## src/design/ipv4dq_pkg.sv

```systemverilog
// ----------------------------------------------------------------------------
// ipv4dq_pkg
// Shared types, character codes and error codes of the dotted-quad checker.
// ----------------------------------------------------------------------------
`default_nettype none

package ipv4dq_pkg;

    // default limit on string length
    localparam int MAX_CHARS_DEFAULT = 15;

    // character codes
    localparam logic [7:0] DOT_CHAR   = 8'h2E;
    localparam logic [7:0] DIGIT_LOW  = 8'h30;
    localparam logic [7:0] DIGIT_HIGH = 8'h39;

    // section and dot limits
    localparam logic [8:0] SECTION_MAX = 9'd255;
    localparam logic [8:0] SECTION_SAT = 9'd256;
    localparam logic [3:0] DOTS_NEEDED = 4'd3;
    localparam logic [3:0] DOTS_SAT    = 4'd15;

    // error codes
    localparam logic [2:0] ERR_NONE        = 3'd0;
    localparam logic [2:0] ERR_LEADING_DOT = 3'd1;
    localparam logic [2:0] ERR_SECTION     = 3'd2;
    localparam logic [2:0] ERR_BAD_CHAR    = 3'd3;
    localparam logic [2:0] ERR_TOO_LONG    = 3'd4;
    localparam logic [2:0] ERR_FINAL       = 3'd5;

    // per-string scan state (character count kept apart, its width follows MAX_CHARS)
    typedef struct packed {
        logic [3:0] dot_count;
        logic [8:0] section_value;
        logic [2:0] error_code;
        logic       at_first_char;
    } scan_st_t;

    localparam scan_st_t SCAN_RESET = '{
        dot_count:     4'd0,
        section_value: 9'd0,
        error_code:    ERR_NONE,
        at_first_char: 1'b1
    };

    // verdict of one string
    typedef struct packed {
        logic       address_ok;
        logic [2:0] error_kind;
    } verdict_t;

endpackage

`default_nettype wire

```

## src/design/ipv4dq_step.sv

```systemverilog
// ----------------------------------------------------------------------------
// ipv4dq_step
// Next-state and verdict logic for one character item of the checker.
// ----------------------------------------------------------------------------
`default_nettype none

module ipv4dq_step #(
    parameter int MAX_CHARS = ipv4dq_pkg::MAX_CHARS_DEFAULT,
    localparam int CW = $clog2(MAX_CHARS + 2)
) (
    input  wire logic [7:0]           character,
    input  wire logic                 has_character,
    input  wire logic                 last,
    input  wire ipv4dq_pkg::scan_st_t st,
    input  wire logic [CW-1:0]        char_count,
    output ipv4dq_pkg::scan_st_t      st_next,
    output logic [CW-1:0]             char_count_next,
    output ipv4dq_pkg::verdict_t      verdict
);
    import ipv4dq_pkg::*;

    logic [11:0] prod;
    logic        counted;
    logic [2:0]  verdict_code;

    // section * 10 + digit, the low nibble of an ascii digit is its value
    assign prod = {st.section_value, 3'b000}
                + {2'b00, st.section_value, 1'b0}
                + {8'h00, character[3:0]};

    // character update, then verdict, then restart on the last item
    always_comb
    begin
        st_next         = st;
        char_count_next = char_count;
        counted         = 1'b0;
        if (has_character)
        begin
            st_next.at_first_char = 1'b0;
            if (st.error_code == ERR_NONE)
            begin
                if (character == DOT_CHAR)
                begin
                    if (st.at_first_char)
                    begin
                        st_next.error_code = ERR_LEADING_DOT;
                    end
                    else
                    begin
                        if (st.dot_count != DOTS_SAT)
                        begin
                            st_next.dot_count = st.dot_count + 4'd1;
                        end
                        if (st.section_value > SECTION_MAX)
                        begin
                            st_next.error_code = ERR_SECTION;
                        end
                        else
                        begin
                            st_next.section_value = '0;
                            counted               = 1'b1;
                        end
                    end
                end
                else if (character inside {[DIGIT_LOW:DIGIT_HIGH]})
                begin
                    st_next.section_value = (prod > {3'b000, SECTION_SAT}) ?
                                            SECTION_SAT : prod[8:0];
                    counted = 1'b1;
                end
                else
                begin
                    st_next.error_code = ERR_BAD_CHAR;
                end

                // length check after the character is taken
                if (counted)
                begin
                    if (char_count <= CW'(MAX_CHARS))
                    begin
                        char_count_next = char_count + CW'(1);
                    end
                    if (char_count_next > CW'(MAX_CHARS))
                    begin
                        st_next.error_code = ERR_TOO_LONG;
                    end
                end
            end
        end

        // final check on the state left by this item
        verdict_code = st_next.error_code;
        if ((verdict_code == ERR_NONE) &&
            !((st_next.section_value <= SECTION_MAX) && (st_next.dot_count == DOTS_NEEDED)))
        begin
            verdict_code = ERR_FINAL;
        end
        verdict.address_ok = (verdict_code == ERR_NONE);
        verdict.error_kind = verdict_code;

        if (last)
        begin
            st_next         = SCAN_RESET;
            char_count_next = '0;
        end
    end

endmodule

`default_nettype wire

```

## config.mk

```make
export PLATFORM = sky130hd
export DESIGN_NAME = ipv4dq_step
export DESIGN_NICKNAME = d
export VERILOG_FILES = /design/src/design/ipv4dq_pkg.sv /design/src/design/ipv4dq_step.sv
export SDC_FILE = /design/constraint.sdc
export NUM_CORES = 1
export LEC_CHECK = 0
export ABC_AREA = 1
export BUFFER_PORTS_ARGS = -buffer_cell sky130_fd_sc_hd__buf_2
export CAP_MARGIN = 20
export CORE_ASPECT_RATIO = 1.25
export CORE_UTILIZATION = 45
export DETAILED_ROUTE_END_ITERATION = 8
export PLACE_DENSITY = 0.76
export REMOVE_ABC_BUFFERS = 1
export SETUP_SLACK_MARGIN = 0.3
export SLEW_MARGIN = 20
export SYNTH_ARGS = -nofsm -noshare
export SYNTH_HDL_FRONTEND = slang
export SYNTH_SLANG_ARGS = --single-unit
```

## constraint.sdc

```tcl
create_clock -name vclk -period 3.1
set_input_delay 0 -clock vclk [all_inputs]
set_output_delay 0 -clock vclk [all_outputs]
set_load 0.005 [all_outputs]
```

==> results of run 1 <==
-- cells by family after synthesis --
| kind of cell | Yosys count | share of synthesized area [%] |
|---|---|---|
| compound gates | 35 | 13.76 |
| simple gates | 138 | 47.34 |
| xor+xnor | 6 | 3.853 |
| fa+ha+maj | 21 | 20.37 |
| buf+inv | 48 | 14.68 |
-- metal layers --
layer	GRT usage (%)	vias to the layer above	part of all wire, %
met5	0	-	0
met4	1.689	0	0.82
met3	1.208	2	4.1
met2	47.53	50	50
met1	28.25	738	45
li1	-	920	-
-- final timing paths --
kind / startpoint / slack, ns / end
max: character[3] / 0.66 / verdict[0]
min: has_character / 0.28 / st_next[0]
-- where the power goes --
group,switching [mW],internal [mW]
Combinational,0.165,0.113
Sequential,0,0
Clock,0,0
-- worst max-delay path: cells and delay by family --
kind,cells,cell delay (ns)
xor+xnor,1,0.19
fa+ha+maj,2,0.99
buf+inv,3,0.29
simple gates,10,0.97
-- final cells by class --
type / count / area (um2)
inverters: 45 / 168.9
multi-input cells: 200 / 1164
fillers: 296 / 1120
well taps: 34 / 42.54
repair buffers: 58 / 290.3
-- stage by stage --
stage / util [%] / power [mW]
after CTS: 59.79 / 0.2793
after global routing: 59.79 / 0.3206
final: 59.79 / 0.2783
after global placement: 59.79 / 0.2750
after detailed placement: 59.79 / 0.2773
after floorplan: - / 0.1924
-- cell usage in the layout, fill, tap and decap left out --
cell and instances:
and2_4 1, nor2_4 2, nor2_1 23, ha_1 19
nand2_1 62, a21oi_2 2, nand3_1 17, nor2_2 1
nand4_1 13, o21ai_0 10, xor2_1 5, o22ai_1 1
inv_2 4, fa_1 2, nor3_1 2, a21oi_1 19
nand3b_1 5, inv_1 41, nand2_2 11, o21a_1 1
or2_0 1, o21ai_1 1, xnor2_1 1, buf_2 58
a31oi_1 1
-- synth_stat cells (4+ instances only) --
library cell / n / area share (%)
nand3b_1: 5 / 2.8
nand2_2: 11 / 5.0
xor2_1: 5 / 3.2
a21oi_1: 19 / 7.0
nor2_1: 23 / 6.3
nand4_1: 13 / 6.0
o21ai_0: 10 / 3.7
nand3_1: 17 / 6.2
inv_1: 41 / 11
nand2_1: 62 / 17
ha_1: 19 / 17
inv_2: 4 / 1.1
==> impl_metrics.env, run 1 <==
export IMPL_start_kind="primary input"
export IMPL_finalHoldViolCount=0
export IMPL_first_iter_violations=45
export IMPL_initial_core_util_pct=48.97
export IMPL_fin_crit_ns=2.442
export IMPL_ys_seq_area_share_pct=0
export IMPL_regArea_um2=0
export IMPL_ys_types=26
export IMPL_fin_nets=358
export IMPL_grt_pass1_wl_um=6430
export IMPL_dpl_cell_area_um2=1665
export IMPL_syn_avg_cell_area_um2=5.499
export IMPL_dp_cells=337
export IMPL_totalWireLength_um=3639
export IMPL_worst_slack_ns=0.6575
export IMPL_route_detailed_drc=0
export IMPL_drv_cap=0
export IMPL_finalSetupTns_ns=0
export IMPL_netlist_area_um2=1364
export IMPL_gp_congestion=0.8445
export IMPL_clkbuf_count=0
export IMPL_grt_pass1_vias=1621
export IMPL_die_h_um=63.55
export IMPL_crit_arrival_ns=2.44
export IMPL_cts_resized=0
export IMPL_io_buffers=58
export IMPL_antenna_found_initial=0
export IMPL_crit_chain="buf_2 -> inv_1 -> fa_1 -> fa_1 -> nand3b_1 -> nand2_1 -> nand2_1 -> nand2_1 -> xor2_1 -> nand2_1 -> nand3b_1 -> nand2_1 -> nand2_1 -> nand2_1 -> nand2_1 -> buf_2"
export IMPL_postRouteAntennaNets=0
export IMPL_synthCells=248
export IMPL_die_area_um2=3256
export IMPL_cp_slowest_cell="fa_1"
export IMPL_crit_top_cell="nand2_1"
export IMPL_cp_end_kind="output port"
export IMPL_cp_required_ns=3.10
export IMPL_area_growth_pct=22.11
export IMPL_stdcell_count=337
export IMPL_pwr_density_cell_nw_per_um2=167.1
export IMPL_status="complete, no violations"
export IMPL_whs_ns=0.2817
export IMPL_cts_hold_buf=0
export IMPL_crit_type="in -> out"
export IMPL_vias=1710
export IMPL_yosys_warnings=0
export IMPL_die_w_um=51.24
export IMPL_grt_total_usage_pct=23.97
export IMPL_fmax_mhz=409.4
export IMPL_hp_class="in -> out"
export IMPL_path_max_fanout=3
export IMPL_drtPass1Iterations=4
export IMPL_hold_depth=3
export IMPL_p_leak_nw=1.008
export IMPL_drive_gt1_share_pct=26.07
export IMPL_grt_max_degree=19
export IMPL_cp_slowest_stage_delay_ns=0.53
export IMPL_slew_headroom_pct=67.11
export IMPL_rows=21
export IMPL_rsz0062_at_grt="false"
export IMPL_stdcell_area_um2=1665
export IMPL_seq_cells=0
export IMPL_worst_pin_slew_ns=0.4916
export IMPL_slew_viol_final=0
export IMPL_ir_drop_mv=0.07999
export IMPL_post_place_ws_ns=0.6686
export IMPL_final_period_utilization_pct=78.79
export IMPL_viasPerCell=5.074
export IMPL_hpwl_um=3181
export IMPL_core_um2=2785
export IMPL_wl_per_cell_um=10.80
export IMPL_diodes=0
export IMPL_cts_setup_buffers=0
export IMPL_gr_total_overflow=0
export IMPL_io_pins=58
export IMPL_setup_viol=0
(Power assumes the default switching activity.)
==> run 2, diff against run 1 <==
- clock period: 3.1 -> 2.5 ns (I/O delays scaled with it)
==> run 2 against run 1 <==
Worst setup slack lost 0.41 ns; power grew 46%; wire length grew 7.0%; first-iteration DRC count shrank 40%; cell count grew 2.4%; via count grew 4.2%; global-route usage grew 0.096 points; highest routed layer unchanged; critical path depth shrank 2; count of clock-buffer cells in the layout is the same; critical path type unchanged; flip-flop and latch count is the same; hold slack gained 0.012 ns.
==> impl_metrics.env, run 2 (synthesis results as in run 1) <==
export IMPL_die_area_um2=3256
export IMPL_cp_required_ns=2.50
export IMPL_route_detailed_drc=0
export IMPL_finalHoldViolCount=0
export IMPL_gp_congestion=0.8445
export IMPL_setup_viol=0
export IMPL_diodes=0
export IMPL_clockPowerShare_pct=0
export IMPL_grt_total_usage_pct=24.07
export IMPL_path_max_fanout=7
export IMPL_io_pins=58
export IMPL_hold_depth=3
export IMPL_drive_gt1_share_pct=35.37
export IMPL_die_w_um=51.24
export IMPL_clkbuf_count=0
export IMPL_switching_power_mw=0.2289
export IMPL_stdcell_count=345
export IMPL_start_kind="primary input"
export IMPL_gr_total_overflow=0
export IMPL_area_growth_pct=35.14
export IMPL_startpoint="character[3]"
export IMPL_cp_end_kind="output port"
export IMPL_fmax_mhz=444.9
export IMPL_p_leak_nw=1.055
export IMPL_totalWireLength_um=3894
export IMPL_pwr_share_seq_pct=0
export IMPL_pwr_density_cell_nw_per_um2=220.0
export IMPL_viasPerCell=5.162
export IMPL_core_um2=2785
export IMPL_wl_per_cell_um=11.29
export IMPL_cp_slowest_stage_delay_ns=0.61
export IMPL_rows=21
export IMPL_p_comb_share_pct=100.0
export IMPL_regArea_um2=0
export IMPL_antenna_found_initial=0
export IMPL_hpwl_um=3189
export IMPL_multi_input_area_um2=1235
export IMPL_dp_cells=337
export IMPL_stdcell_area_um2=1843
export IMPL_dpl_cell_area_um2=1665
export IMPL_post_route_util_pct=66.17
export IMPL_mostFrequentLayoutCells="54 x buf_2, 53 x nand2_1, 36 x inv_1"
export IMPL_final_common_cell="buf_2"
export IMPL_grt_pass1_wl_um=6417
export IMPL_drv_cap=0
export IMPL_initial_core_util_pct=48.97
export IMPL_endpoint="st_next[6]"
export IMPL_crit_arrival_ns=2.25
export IMPL_die_h_um=63.55
export IMPL_final_period_utilization_pct=89.92
export IMPL_postRouteAntennaNets=0
export IMPL_crit_type="in -> out"
export IMPL_status="complete, no violations"
export IMPL_ir_drop_mv=0.1269
export IMPL_cts_hold_buf=0
export IMPL_fin_nets=366
export IMPL_worst_pin_slew_ns=0.4797
export IMPL_drtPass1Iterations=4
export IMPL_crit_chain="buf_8 -> inv_4 -> fa_2 -> fa_2 -> nand3_2 -> nor2_2 -> nand3_1 -> nor2_1 -> nand2_1 -> nand2_1 -> and2_4 -> nand4_1 -> a21oi_1 -> buf_2"
export IMPL_fin_crit_ns=2.248
export IMPL_final_fill_count=279
export IMPL_seq_cells=0
export IMPL_vias=1781
export IMPL_io_buffers=58
export IMPL_first_iter_violations=27
export IMPL_slew_viol_final=0
export IMPL_rsz0062_at_grt="true"
export IMPL_finalSetupTns_ns=0
export IMPL_power_switching_share_pct=56.46
export IMPL_slew_headroom_pct=67.90
export IMPL_hp_class="in -> out"
export IMPL_grt_pass1_vias=1624
export IMPL_cp_slowest_cell="fa_2"
export IMPL_internal_power_mw=0.1765
export IMPL_grt_max_degree=19
-- run 2: cell count changes in the layout (fill, tap and decap cells not counted), sizes merged --
cell	previous run	this run
buf	58	66
clkinv	0	1
inv	45	44
-- run 2: area by class of cell --
cell class	count	area share (%)
inverters	45	9.708
multi-input cells	200	67.01
well taps	34	2.308
repair buffers	66	20.98
-- run 2: metal layers --
layer	share of wire [%]	vias to the layer above	track usage [%]
met2	52	50	48.19
met1	44	790	28.10
met5	0	-	0
met3	3.6	2	0.9662
li1	-	939	-
met4	0.77	0	1.689
-- run 2: metrics by stage --
step	power, mW	setup slack [ns]	hold slack (ns)
after floorplan	0.2386	0.4564	0.01808
after global placement	0.3411	0.1095	0.2783
after detailed placement	0.3442	0.06501	0.2898
after CTS	0.3666	0.2723	0.2952
after global routing	0.4533	0.1012	0.3050
final	0.4054	0.2521	0.2932
-- run 2: worst max-delay path: cells and delay by family --
| family | cells | cell delay (ns) |
|---|---|---|
| fa+ha+maj | 2 | 1.11 |
| simple gates | 8 | 0.76 |
| buf+inv | 3 | 0.24 |
| compound gates | 1 | 0.15 |
-- run 2: power groups by stage --
stage	clock [mW]	sequential (mW)	combinational [mW]
6_report	0	0	0.405
5_1_grt	0	0	0.453
4_1_cts	0	0	0.367
3_5_place_dp	0	0	0.344
3_3_place_gp	0	0	0.341
2_1_floorplan	0	0	0.239
-- run 2: worst min-delay path by stage --
stage | to | start | slack [ns]
global route | st_next[0] | has_character | 0.31
floorplan | st_next[11] | last | 0.02
global placement | st_next[0] | has_character | 0.28
finish | st_next[0] | has_character | 0.29
CTS | st_next[0] | has_character | 0.30
detailed placement | st_next[0] | has_character | 0.29
-- run 2: what timing repair did --
action	in CTS	in global routing
pin swaps	16	20
resized for setup	16	20
hold endpoints to repair	0	0
endpoints found under the setup margin	12	12
buffers inserted	5	3
==> run 3, diff against run 2 <==
- clock period: 2.5 -> 2.7 ns (I/O delays scaled with it)
==> run 3 against run 2 <==
Die area unchanged; highest routed layer unchanged; cell area down 6.9%; cell count down 2.0%.
==> impl_metrics.env, run 3 (synthesis results as in run 1) <==
export IMPL_status="complete, no violations"
export IMPL_diodes=0
export IMPL_finalHoldViolCount=0
export IMPL_rows=21
export IMPL_worst_pin_slew_ns=0.4745
export IMPL_die_h_um=63.55
export IMPL_slew_viol_final=0
export IMPL_vias=1744
export IMPL_p_leak_nw=1.012
export IMPL_grt_pass1_wl_um=6341
export IMPL_io_pins=58
export IMPL_pwr_density_cell_nw_per_um2=195.1
export IMPL_postRouteAntennaNets=0
export IMPL_start_kind="primary input"
export IMPL_clkbuf_count=0
export IMPL_fin_crit_ns=2.252
export IMPL_first_iter_violations=31
export IMPL_hpwl_um=3197
export IMPL_drv_cap=0
export IMPL_io_buffers=58
export IMPL_rsz0062_at_grt="true"
export IMPL_initial_core_util_pct=48.97
export IMPL_drtPass1Iterations=4
export IMPL_whs_ns=0.2828
export IMPL_hp_class="in -> out"
export IMPL_seq_cells=0
export IMPL_drive_gt1_share_pct=29.28
export IMPL_gr_total_overflow=0
export IMPL_regArea_um2=0
export IMPL_die_area_um2=3256
export IMPL_crit_type="in -> out"
export IMPL_path_max_fanout=3
export IMPL_route_detailed_drc=0
export IMPL_grt_max_degree=19
export IMPL_area_growth_pct=25.78
export IMPL_setup_viol=0
export IMPL_finalSetupTns_ns=0
export IMPL_grt_total_usage_pct=23.73
export IMPL_totalWireLength_um=3737
export IMPL_grt_pass1_vias=1611
export IMPL_fin_nets=359
export IMPL_slew_headroom_pct=68.25
export IMPL_ir_drop_mv=0.1099
export IMPL_wl_per_cell_um=11.06
export IMPL_antenna_found_initial=0
export IMPL_final_period_utilization_pct=83.39
export IMPL_mostFrequentLayoutCells="58 x nand2_1, 58 x buf_2, 40 x inv_1"
export IMPL_crit_arrival_ns=2.25
export IMPL_die_w_um=51.24
export IMPL_viasPerCell=5.160
export IMPL_fmax_mhz=444.1
export IMPL_core_um2=2785
export IMPL_cts_hold_buf=0
export IMPL_cp_end_kind="output port"
export IMPL_cp_required_ns=2.70
export IMPL_gp_congestion=0.8444
run 3: metrics by stage:
| step | cell area, um2 | utilization [%] | total power [mW] | std cells | worst slack, ns |
|---|---|---|---|---|---|
| 6_report | 1715 | 61.59 | 0.3347 | 338 | 0.4484 |
| 5_1_grt | 1715 | 61.59 | 0.3802 | 338 | 0.2961 |
| 4_1_cts | 1670 | 59.97 | 0.3228 | 337 | 0.3110 |
| 3_5_place_dp | 1665 | 59.79 | 0.3184 | 337 | 0.2716 |
| 3_3_place_gp | 1665 | 59.79 | 0.3158 | 337 | 0.3095 |
| 2_1_floorplan | 1333 | - | 0.2209 | 245 | 0.6564 |
run 3: worst max-delay path, stage by stage:
cell      delay, ns
buf_2          0.10
inv_2          0.04
fa_1           0.52
fa_2           0.36
nand3b_1       0.17
nand2_2        0.09
nand2_1        0.06
nand2_2        0.07
xor2_1         0.19
nand2_1        0.06
nand3b_1       0.17
nand2_2        0.10
nand2_2        0.05
nand2_1        0.08
nand2_1        0.05
buf_2          0.13
run 3: final timing paths:
check,startpoint,endpoint,slack [ns],cells after the start
worst max-delay path,character[3],verdict[0],0.45,16
worst min-delay path,has_character,st_next[0],0.28,3
run 3: repair_timing:
| action | CTS | global route |
|---|---|---|
| resized for setup | 2 | 8 |
| pin swaps | 2 | 13 |
| buffers inserted | 0 | 1 |
| setup endpoints to repair | 2 | 11 |
run 3: where the power goes:
group          total (mW)  internal (mW)  switching [mW]
Sequential              0              0               0
Combinational       0.335          0.138           0.197
Clock                   0              0               0
Total               0.335          0.138           0.197
run 3: metal layers:
metal | global-route usage, % | share of wire [%] | up-vias
li1 | - | - | 923
met2 | 47.53 | 51 | 49
met3 | 0.2415 | 3.2 | 2
met5 | 0 | 0 | -
met4 | 1.689 | 0.80 | 0
met1 | 28.10 | 45 | 770
run 3: area by class of cell:
type,count,area (um2)
multi-input cells,200,1206
well taps,34,42.54
inverters,45,168.9
repair buffers,59,297.8
fillers,273,1070
